## src/design/cim_pkg.sv

```systemverilog
`default_nettype none

package cim_pkg;

	// Default sizes of the table.
	localparam int SLOTS_DEF      = 16;
	localparam int CARD_BYTES_DEF = 5;

	// Fixed field widths of the item ports.
	localparam int OP_W     = 3;
	localparam int SLOT_W   = 4;
	localparam int SERIAL_W = 40;
	localparam int ST_W     = 2;

	// Opcodes.
	localparam logic [OP_W-1:0] OP_STORE      = 3'd0;
	localparam logic [OP_W-1:0] OP_DELETE     = 3'd1;
	localparam logic [OP_W-1:0] OP_LOOKUP     = 3'd2;
	localparam logic [OP_W-1:0] OP_FIND_EMPTY = 3'd3;
	localparam logic [OP_W-1:0] OP_REINIT     = 3'd4;

	// Status codes.
	localparam logic [ST_W-1:0] ST_OK       = 2'd0;
	localparam logic [ST_W-1:0] ST_OCCUPIED = 2'd1;
	localparam logic [ST_W-1:0] ST_NONE     = 2'd2;

	// A first byte of this value marks a free slot.
	localparam logic [7:0] EMPTY_BYTE = 8'hFF;

	// Preset card held in slot 0 after reset, first byte in the top bits.
	localparam int PRESET_LEN = 5;
	localparam logic [8*PRESET_LEN-1:0] PRESET_CARD = {8'd67, 8'd4, 8'd23, 8'd20, 8'd68};

	typedef struct packed {
		logic [OP_W-1:0]     opcode;
		logic [SLOT_W-1:0]   slot;
		logic [SERIAL_W-1:0] serial;
	} cmd_t;

	typedef struct packed {
		logic [ST_W-1:0]   status;
		logic [SLOT_W-1:0] found_slot;
	} rsp_t;

	// Item as it travels down the row of cells, with its answer so far.
	typedef struct packed {
		logic [OP_W-1:0]     opcode;
		logic [SLOT_W-1:0]   slot;
		logic [SERIAL_W-1:0] serial;
		logic [ST_W-1:0]     status;
		logic [SLOT_W-1:0]   found_slot;
	} token_t;

	// Reset contents of one slot, right-aligned in 64 bits. Bytes beyond the
	// preset are 0xFF; a short entry keeps only the first bytes of the preset.
	function automatic logic [63:0] reset_entry(int index, int card_bytes);
		logic [63:0] v;
		logic [7:0]  b;
		v = '0;
		if (index != 0) begin
			v = '1;
		end else begin
			for (int i = 0; i < 8; i++) begin
				if (i < card_bytes) begin
					if (i < PRESET_LEN) begin
						b = PRESET_CARD[(PRESET_LEN - 1 - i) * 8 +: 8];
					end else begin
						b = EMPTY_BYTE;
					end
					v = {v[55:0], b};
				end
			end
		end
		return v;
	endfunction

endpackage

`default_nettype wire

```

## src/design/cim_cell.sv

```systemverilog
`default_nettype none

module cim_cell import cim_pkg::*; #(
	parameter int CARD_BYTES = CARD_BYTES_DEF,
	parameter int INDEX      = 0
) (
	input  wire logic   clk,
	input  wire logic   arst_n,
	input  wire logic   in_valid,
	input  wire token_t in_tok,
	output logic        out_valid,
	output token_t      out_tok
);

	localparam int CARD_W = 8 * CARD_BYTES;
	localparam logic [CARD_W-1:0] RESET_VAL = CARD_W'(reset_entry(INDEX, CARD_BYTES));
	localparam logic [8:0] IDX = 9'(INDEX);
	localparam logic [SLOT_W-1:0] FOUND_IDX = IDX[SLOT_W-1:0];

	logic [CARD_W-1:0] entry_q;
	logic [CARD_W-1:0] entry_d;
	logic [CARD_W-1:0] key;
	logic [63:0]       serial_ext;
	logic              slot_hit;
	logic              valid_q;
	token_t            tok_d;
	token_t            tok_q;

	// The item names this cell when its slot field equals the cell's index.
	assign slot_hit   = ({{(9 - SLOT_W){1'b0}}, in_tok.slot} == IDX);
	assign serial_ext = 64'(in_tok.serial);

	// Act on the passing item and update the held entry.
	always_comb begin
		entry_d = entry_q;
		tok_d   = in_tok;
		key     = (in_tok.opcode == OP_LOOKUP) ? serial_ext[CARD_W-1:0] : '1;
		if (in_valid) begin
			case (in_tok.opcode) inside
				OP_STORE: begin
					if (slot_hit && entry_q[CARD_W-1 -: 8] == EMPTY_BYTE) begin
						entry_d      = serial_ext[CARD_W-1:0];
						tok_d.status = ST_OK;
					end
				end
				OP_DELETE: begin
					if (slot_hit) begin
						entry_d = '1;
					end
				end
				OP_LOOKUP, OP_FIND_EMPTY: begin
					// Only the first equal cell answers; later cells see it found.
					if (in_tok.status == ST_NONE && entry_q == key) begin
						tok_d.status     = ST_OK;
						tok_d.found_slot = FOUND_IDX;
					end
				end
				OP_REINIT: begin
					entry_d = RESET_VAL;
				end
				default: begin
				end
			endcase
		end
	end

	// Held entry and valid flag of the handed-on item.
	always_ff @(posedge clk or negedge arst_n) begin
		if (!arst_n) begin
			entry_q <= RESET_VAL;
			valid_q <= 1'b0;
		end else begin
			entry_q <= entry_d;
			valid_q <= in_valid;
		end
	end

	// The item moves on to the next cell every cycle.
	always_ff @(posedge clk) begin
		tok_q <= tok_d;
	end

	assign out_valid = valid_q;
	assign out_tok   = tok_q;

endmodule

`default_nettype wire

```

## src/design/card_id_match_table.sv

```systemverilog
// Card serial table: a row of SLOTS cells, one per slot, each holding its entry.
// Each item passes through the cells in slot order, one cell per cycle, then the result register.
// Only one item is in flight at a time; cmd_stall stays
// high from an accepted item until its result is taken.
// Reset: asynchronous, active low; every slot reads all ones except slot 0,
// which holds the preset card. No clearing pass is needed.
`default_nettype none

module card_id_match_table import cim_pkg::*; #(
	parameter int SLOTS      = SLOTS_DEF,
	parameter int CARD_BYTES = CARD_BYTES_DEF
) (
	input  wire logic clk,
	input  wire logic arst_n,
	input  wire logic cmd_valid,
	output logic      cmd_stall,
	input  wire cmd_t cmd,
	output logic      rsp_valid,
	input  wire logic rsp_stall,
	output rsp_t      rsp
);

	token_t           tok [SLOTS+1];
	logic [SLOTS:0]   tok_valid;
	logic             cmd_acc;
	logic             rsp_acc;
	logic             busy_q;
	logic             rsp_valid_q;
	rsp_t             rsp_q;
	logic [ST_W-1:0]  start_status;

	assign cmd_acc   = cmd_valid && !cmd_stall;
	assign rsp_acc   = rsp_valid_q && !rsp_stall;
	assign cmd_stall = busy_q;

	// Answer an item carries before any cell has acted on it.
	always_comb begin
		case (cmd.opcode) inside
			OP_STORE:                 start_status = ST_OCCUPIED;
			OP_LOOKUP, OP_FIND_EMPTY: start_status = ST_NONE;
			default:                  start_status = ST_OK;
		endcase
	end

	// The accepted item enters the first cell directly.
	always_comb begin
		tok[0].opcode     = cmd.opcode;
		tok[0].slot       = cmd.slot;
		tok[0].serial     = cmd.serial;
		tok[0].status     = start_status;
		tok[0].found_slot = '0;
	end
	assign tok_valid[0] = cmd_acc;

	// Row of cells.
	for (genvar i = 0; i < SLOTS; i++) begin : g_cell
		cim_cell #(
			.CARD_BYTES (CARD_BYTES),
			.INDEX      (i)
		) u_cell (
			.clk       (clk),
			.arst_n    (arst_n),
			.in_valid  (tok_valid[i]),
			.in_tok    (tok[i]),
			.out_valid (tok_valid[i+1]),
			.out_tok   (tok[i+1])
		);
	end

	// Busy flag and result valid.
	always_ff @(posedge clk or negedge arst_n) begin
		if (!arst_n) begin
			busy_q      <= 1'b0;
			rsp_valid_q <= 1'b0;
		end else begin
			if (cmd_acc) begin
				busy_q <= 1'b1;
			end else if (rsp_acc) begin
				busy_q <= 1'b0;
			end
			if (tok_valid[SLOTS]) begin
				rsp_valid_q <= 1'b1;
			end else if (rsp_acc) begin
				rsp_valid_q <= 1'b0;
			end
		end
	end

	// Result register, loaded as the item leaves the last cell.
	always_ff @(posedge clk) begin
		if (tok_valid[SLOTS]) begin
			rsp_q.status     <= tok[SLOTS].status;
			rsp_q.found_slot <= tok[SLOTS].found_slot;
		end
	end

	assign rsp_valid = rsp_valid_q;
	assign rsp       = rsp_q;

endmodule

`default_nettype wire

```

## config.mk

```make
export PLATFORM = sky130hd
export DESIGN_NAME = card_id_match_table
export DESIGN_NICKNAME = d
export VERILOG_FILES = /design/src/design/cim_pkg.sv /design/src/design/cim_cell.sv /design/src/design/card_id_match_table.sv
export SDC_FILE = /design/constraint.sdc
export NUM_CORES = 2
export LEC_CHECK = 0
export ABC_AREA = 1
export BUFFER_PORTS_ARGS = -buffer_cell sky130_fd_sc_hd__buf_2
export CORE_MARGIN = 3
export CORE_UTILIZATION = 60
export CTS_BUF_LIST = sky130_fd_sc_hd__clkbuf_8 sky130_fd_sc_hd__clkbuf_16
export DETAILED_ROUTE_END_ITERATION = 16
export PLACE_DENSITY = 0.81
export SYNTH_ARGS = -nofsm -noshare
export SYNTH_HDL_FRONTEND = slang
export SYNTH_SLANG_ARGS = --single-unit
```

## constraint.sdc

```tcl
create_clock -name clk -period 3.71 [get_ports clk]
set_input_delay 0.371 -clock clk [delete_from_list [all_inputs] [get_ports clk]]
set_output_delay 0.371 -clock clk [all_outputs]
set_load 0.02 [all_outputs]
```

## Word level (Yosys, flattened, before mapping)

Index checks and enable logic that the tools add are counted.

| operators by class | value |
|---|---|
| equal/unequal tests | 175 |
| muxes and demuxes | 261 |
| bitwise operators | 2 |
| reductions and logical operators | 104 |

Operator list:

| operator | number |
|---|---|
| $mux 40 | 112 |
| $eq 40x40->1 | 16 |
| $mux 4 | 48 |
| $mux 6 | 32 |
| $mux 2 | 66 |
| $eq 8x8->1 const B | 16 |
| $eq 3x2->1 const B | 32 |
| $ne 3x1->1 const B | 30 |
| $reduce_and 5->1 | 16 |
| $eq 3x1->1 const B | 16 |
| $eq 3x3->1 const B | 16 |
| $logic_not 3->1 | 16 |
| $reduce_bool 3->1 | 16 |
| $logic_and 1x1->1 | 34 |
| $eq 2x2->1 const B | 16 |
| $eq 4x4->1 const B | 8 |
| $reduce_or 2->1 | 16 |
| $ne 2x2->1 const B | 15 |
| $eq 4x3->1 const B | 4 |
| $eq 4x2->1 const B | 2 |
| $ne 3x2->1 const B | 2 |
| $eq 4x1->1 const B | 1 |
| $logic_not 4->1 | 1 |
| $reduce_bool 2->1 | 2 |
| other kinds (5) | 9 |

| word-level totals | value |
|---|---|
| register bits after elaboration | 1,465 |
| input bits | 51 |
| output and inout port bits | 8 |

## Depth between registers and ports, before layout

| depth | value |
|---|---|
| depth in word-level cells | 11 |
| mapped depth | 15 |
| mapped depth without buffers | 14 |

## By module

Synthesis repeated with hierarchy kept, for this count alone.

| unflattened totals | value |
|---|---|
| cells, all modules | 8,055 |
| area total of the unflattened synthesis | 64,214.1 um^2 |

Modules (own cells, without submodules):

| module | instances | cells an instance | area an instance (um^2) |
|---|---|---|---|
| cim_cell at g_cell[10].u_cell ... | 6 | 498 | 4,006.3 |
| cim_cell at g_cell[11].u_cell ... | 3 | 507 | 4,026.4 |
| cim_cell at g_cell[1].u_cell ... | 2 | 500 | 3,971.3 |
| cim_cell at g_cell[4].u_cell ... | 2 | 501 | 3,967.6 |
| cim_cell at g_cell[7].u_cell | 1 | 503 | 4,017.6 |
| cim_cell at g_cell[15].u_cell | 1 | 499 | 3,982.6 |
| cim_cell at g_cell[0].u_cell | 1 | 522 | 3,933.8 |
| card_id_match_table | 1 | 20 | 285.3 |

## Least setup slack after synthesis

OpenSTA, ideal clock, no wires.

| path | value |
|---|---|
| path kind | reg-to-reg |
| start | register g_cell[11].u_cell.entry_q[38] |
| end | register g_cell[11].u_cell.entry_q[13] |
| library setup time | 0.077 ns |
| arrival | 1.707 ns |
| slack | 1.925 ns |
| cell stages (with the launch flop) | 9 |
| buffers on the path | 2 |
| path through | dfstp_2 -> nand4_1 -> or3_1 -> a21oi_1 -> and2_1 -> buf_2 -> buf_2 -> nand3_1 -> o21a_1 |

| on the way | value |
|---|---|
| cells in the longest elaborated chain, start to end | 4 |

RTL lines:

| what | RTL line | text |
|---|---|---|
| from (decl) | cim_cell.sv:20 | `logic [CARD_W-1:0] entry_q;` |
| from (signal assigned) | cim_cell.sv:73 | `entry_q <= entry_d;` |
| $eq 8x8->1 | cim_cell.sv:41 | `if (slot_hit && entry_q[CARD_W-1 -: 8] == EMPTY_BYTE) begin` |
| $logic_and 1x1->1 | cim_cell.sv:41 |  |
| $ne 2x2->1 (no line) | -- |  |
| $reduce_and 5->1 (no line) | -- |  |

Every way passes these cells.
A chain may end at the register's enable or synchronous reset.

## Worst setup path in the final report

| path | value |
|---|---|
| start | register g_cell[1].u_cell.entry_q[37] |
| end | register g_cell[1].u_cell.entry_q[9] |

| on the way | value |
|---|---|
| cells in the longest elaborated chain, start to end | 4 |

RTL lines:

| what | RTL line |
|---|---|
| from (decl) | cim_cell.sv:20 |
| from (signal assigned) | cim_cell.sv:73 |
| $eq 8x8->1 | cim_cell.sv:41 |
| $logic_and 1x1->1 | cim_cell.sv:41 |
| $ne 2x2->1 (no line) | -- |
| $reduce_and 5->1 (no line) | -- |

Every way passes these cells.

==> results by stage <==
Clock network:
- The cell at the root of the clock tree is clkbuf_16.
- The source-to-sink clock delay at the later pin of the worst-skew pair is 0.75 ns.
- The count of hold buffers inserted by post-cts repair is 48.
- Clock tree synthesis found a total of 1450 sinks.
- TritonCTS built the clock tree.
- The clock transition time at the flip-flop clock pins of the worst setup and hold paths is 0.06 ns.
- The number of buffers on the longest clock path is 3.
- The number of post-CTS setup repair buffers is 0.
- TritonCTS created approximately 150 clock buffers.
- The H-tree depth reported by CTS is 4.
- Gates resized during post-CTS repair numbered 0.

Flow run:
- Max-cap violations in this run came to 0.

Yosys:
- The main combinational cell family by area after synthesis is simple AND/OR/NAND/NOR gates.
- Summing the areas of all and, or, nand and nor instances in the mapped netlist gives 20.9% of the synthesized area.
- The mean instance size in the synthesized netlist is around 8.0 um^2.
- The synthesized netlist cell count is 7721.
- After synthesis, the share of cell area in mux cells is 0%.
- The synthesized netlist devotes 0% of its cell area to adder and majority cells.
- For this run, the number of Yosys warnings is 0.
- The share of the synthesized area in the top cell type is 26.1%.
- The cell area after synthesis is 61500 um^2.
- The synthesized-area fraction occupied by xor and xnor cells is less than 1%.
- Counting distinct cell types in the post-synthesis netlist gives 47.
- Of the synthesized area, sequential elements account for 53.9%.
- The share of the synthesized area in compound gates (AO/OA/AOI/OAI) is 12.7%.
- The synthesized design spends more area on one cell type than any other, namely dfstp_2.
- The number of nets produced by synthesis is 7772.
- Counting flops with a built-in enable in the synthesized netlist gives 6.
- Ranked by total cell area, the synthesized netlist is headed by dfstp_2 26%, dfxtp_1 26%, nand2_1 8.5%.
- The most used flip-flop cell after synthesis is dfxtp_1.
- The flip-flop and latch count after synthesis is 1450.
- In the synthesized netlist the async set-or-reset flop fraction comes to 45.4%.

Pwr:
- The proportion of power drawn by combinational gates is 20.4%.
- The internal power consumption is between 30 and 40 mW.
- The part of the total power dissipated in sequential elements is 49.2%.
- The share of total power dissipated in the clock network is 30.4%.
- The worst-case IR drop observed on VDD is 507 uV.
- The power density over the cells is 742 nW/um^2.
- The switching power share of the total is 30.7%.
- Summing internal, switching and leakage power gives 50.4 mW.
- For this design the total switching power over the nets is approximately 15 mW.
- Summed over all cells, the static leakage comes to 32.0 nW.

Timing:
- The maximum frequency from static timing analysis is 362 MHz.
- The setup skew after layout is ~0.029 ns.
- The max-slew violation total from the final report was 0.
- For the pin with the worst max-slew slack, the measured transition is 1.28 ns.
- Summed over all failing endpoints, the final setup total negative slack is 0 ns.
- The final worst-path cycle share is 74.4%.
- Measured against its own limit, the worst slew margin works out to 14.5%.
- The shortest clock period the worst path allows after layout is 2.76 ns.
- Setup repair after global routing left no endpoint under its margin.
- The post-layout worst setup margin is 0.950 ns.
- The count of endpoints failing hold in the final timing report is 0.
- Setup violations remaining at the end of the flow were counted as 0.

Global route:
- The global route total overflow is 0.
- The global-route wire length before repair is 261000 um.
- Across every metal layer, demand over resource in global routing totals between 30% and 40%.
- Entering global routing, the biggest net connects approximately 110 pins.
- The number of global-route vias before repair was 49400.
- The number of antenna violations at the first check in global routing is 1.

Cells and area:
- The share of post-route cells with drive strength above 1 is 13.7%.
- The finished layout holds 9164 standard cells, fillers aside.
- After filler insertion, the fill cell instance count of the layout stands at ~7600.
- In the layout the commonest cells are 1396 x nand2_1, 1388 x inv_1, 985 x o21ai_0.
- The final instance area is roughly 68000 um^2.
- The area added between synthesis and finish is 10.5%.
- The most common library cell in the layout ignoring fill and taps is nand2_1.
- The number of nets in the layout is 7738.

Place:
- The worst setup timing slack at the placement stage is roughly 1.1 ns.
- After legalization and detailed placement, the total HPWL measured 111000 um.
- The placer's final routability congestion estimate is 0.900.
- The port buffer count is slightly below 60.
- Summing all placed instances gives a cell area of 62500 um^2.
- The number of cells after detailed placement is 8848.

Floorplanning:
- The number of primary I/O pins is 59.
- The number of placement rows is 116.
- The die is roughly 330 um tall.
- The core box area is slightly above 100000 um^2.
- The initial utilization of the core area, before any placement, comes to about three fifths.
- The floorplan step defined a die boundary enclosing 106000 um^2.
- The horizontal die dimension is 326 um.

Outcome:
- The flow ran to the end, and the final reports show no timing, DRC or antenna violations.

Route:
- The count of unresolved DRC violations after routing is 0.
- The first TritonRoute pass finished after 7 iterations.
- The post-detailed-route count of antenna-violating nets is 0.
- In the routed layout, each cell is associated on average with a via count of 5.64.
- In this run, the number of DRC markers left after iteration 0 of detailed routing was 5725.
- The wire length after detailed routing is roughly 160000 um.
- The via total after detailed routing is a little over 50000.
- The average routed wire per standard cell is 17.9 um.

Worst setup path:
- The worst setup path is captured at a flip-flop.
- Walking the worst path, the cells encountered are inv_1 -> nor4_1 -> nand3_1 -> nand2_1 -> nand2_1 -> nor2_4 -> buf_4 -> o21ai_0 -> o21ai_0.
- STA classifies the critical path startpoint as a flip-flop.
- For this design, the slowest cell found on the critical path is nor2_4.
- By startpoint and endpoint, the worst setup path is classified as reg -> reg.
- The maximum fanout encountered on the critical timing path is 44.
- On the worst path, the slowest cell contributes a delay of between 0.6 and 0.7 ns.
- The worst path buffer plus inverter count is 2.
- Data on the critical path is required at its endpoint by approximately 4.4 ns.
- STA puts the critical path data arrival time at ~3.4 ns.
- The family with the most delay on the worst path is simple AND/OR/NAND/NOR gates.

Min path:
- The type of the most critical hold path is in -> reg.
## per-stage QoR
step / hold WS [ns] / util [%]
2_1_floorplan: 0.0754 / -
4_1_cts: 0.0272 / 67.4
6_report: 0.102 / 67.4
3_5_place_dp: 0.336 / 61.9
3_3_place_gp: 0.335 / 61.9
5_1_grt: 0.0912 / 67.4
## power groups by stage
| stage | logic [mW] | clock network (mW) | registers [mW] |
|---|---|---|---|
| CTS | 10.2 | 15.5 | 24.7 |
| detailed placement | 9.97 | 0 | 24.9 |
| global route | 11.9 | 16.1 | 25.3 |
| finish | 10.3 | 15.3 | 24.8 |
| global placement | 9.53 | 0 | 24.7 |
| floorplan | 7.93 | 0 | 24.0 |
## worst paths after layout
kind / cells after the start / slack [ns] / from / endpoint
setup / recovery: 9 / 0.95 / g_cell[1].u_cell.entry_q[37] / g_cell[1].u_cell.entry_q[9]
hold / removal: 1 / 0.10 / cmd[44] / g_cell[0].u_cell.out_tok[50]
setup reg to reg: 9 / 0.95 / g_cell[1].u_cell.entry_q[37] / g_cell[1].u_cell.entry_q[9]
hold reg to reg: 0 / 0.34 / g_cell[13].u_cell.out_tok[47] / g_cell[14].u_cell.out_tok[47]
max in group asynchronous: 4 / 2.42 / arst_n / g_cell[1].u_cell.entry_q[16]
min in group asynchronous: 2 / 0.21 / arst_n / g_cell[10].u_cell.out_valid
## routing by layer
layer	track usage (%)	part of all wire, %	vias up
met3	4.55	7.1	576
met1	38.5	39	24300
met2	50.2	48	2318
met4	17.4	6.3	0
met5	0	0	-
li1	-	-	24500
## registers in the layout (all words and copies together) (netlist names)
name and count:
cmd_stall 1, g_cell.u_cell.entry_q 640, g_cell.u_cell.out_tok 786, g_cell.u_cell.out_valid 16, rsp 6, rsp_valid 1
## logic make-up after synthesis
logic type / count (synthesis)
and+or+nand+nor: 2900
DFF: 1450
AOI/OAI and AO/OA: 1547
xor gates and xnor gates: 64
buffers and inverters: 1760
## final cells by class
type	count	area, um^2	area share (%)
Clock inverter	93	933	1.37
Timing Repair Buffer	176	1520	2.23
Tap cell	1357	1700	2.50
Inverter	1402	5260	7.74
Multi-Input combinational cell	4511	21300	31.4
Clock buffer	174	4110	6.04
Antenna cell	1	2.50	0.00368
Sequential cell	1450	33100	48.7
## cell usage after synthesis, types with 63 or more instances
master,count
a21oi_1,63
buf_2,163
clkbuf_1,128
dfstp_2,612
dfxtp_1,786
inv_1,1354
nand2_1,1396
nand3_1,591
nand4_1,284
nor2_1,486
o21ai_0,985
o21ai_1,462
xor2_1,63
## worst register-to-register path, cell delays in order, from the launching register on
cell     delay (ns)
dfstp_2        0.53
inv_1          0.08
nor4_1         0.35
nand3_1        0.17
nand2_1        0.09
nand2_1        0.16
nor2_4         0.67
buf_4          0.34
o21ai_0        0.13
o21ai_0        0.16
(Power assumes the default switching activity.)
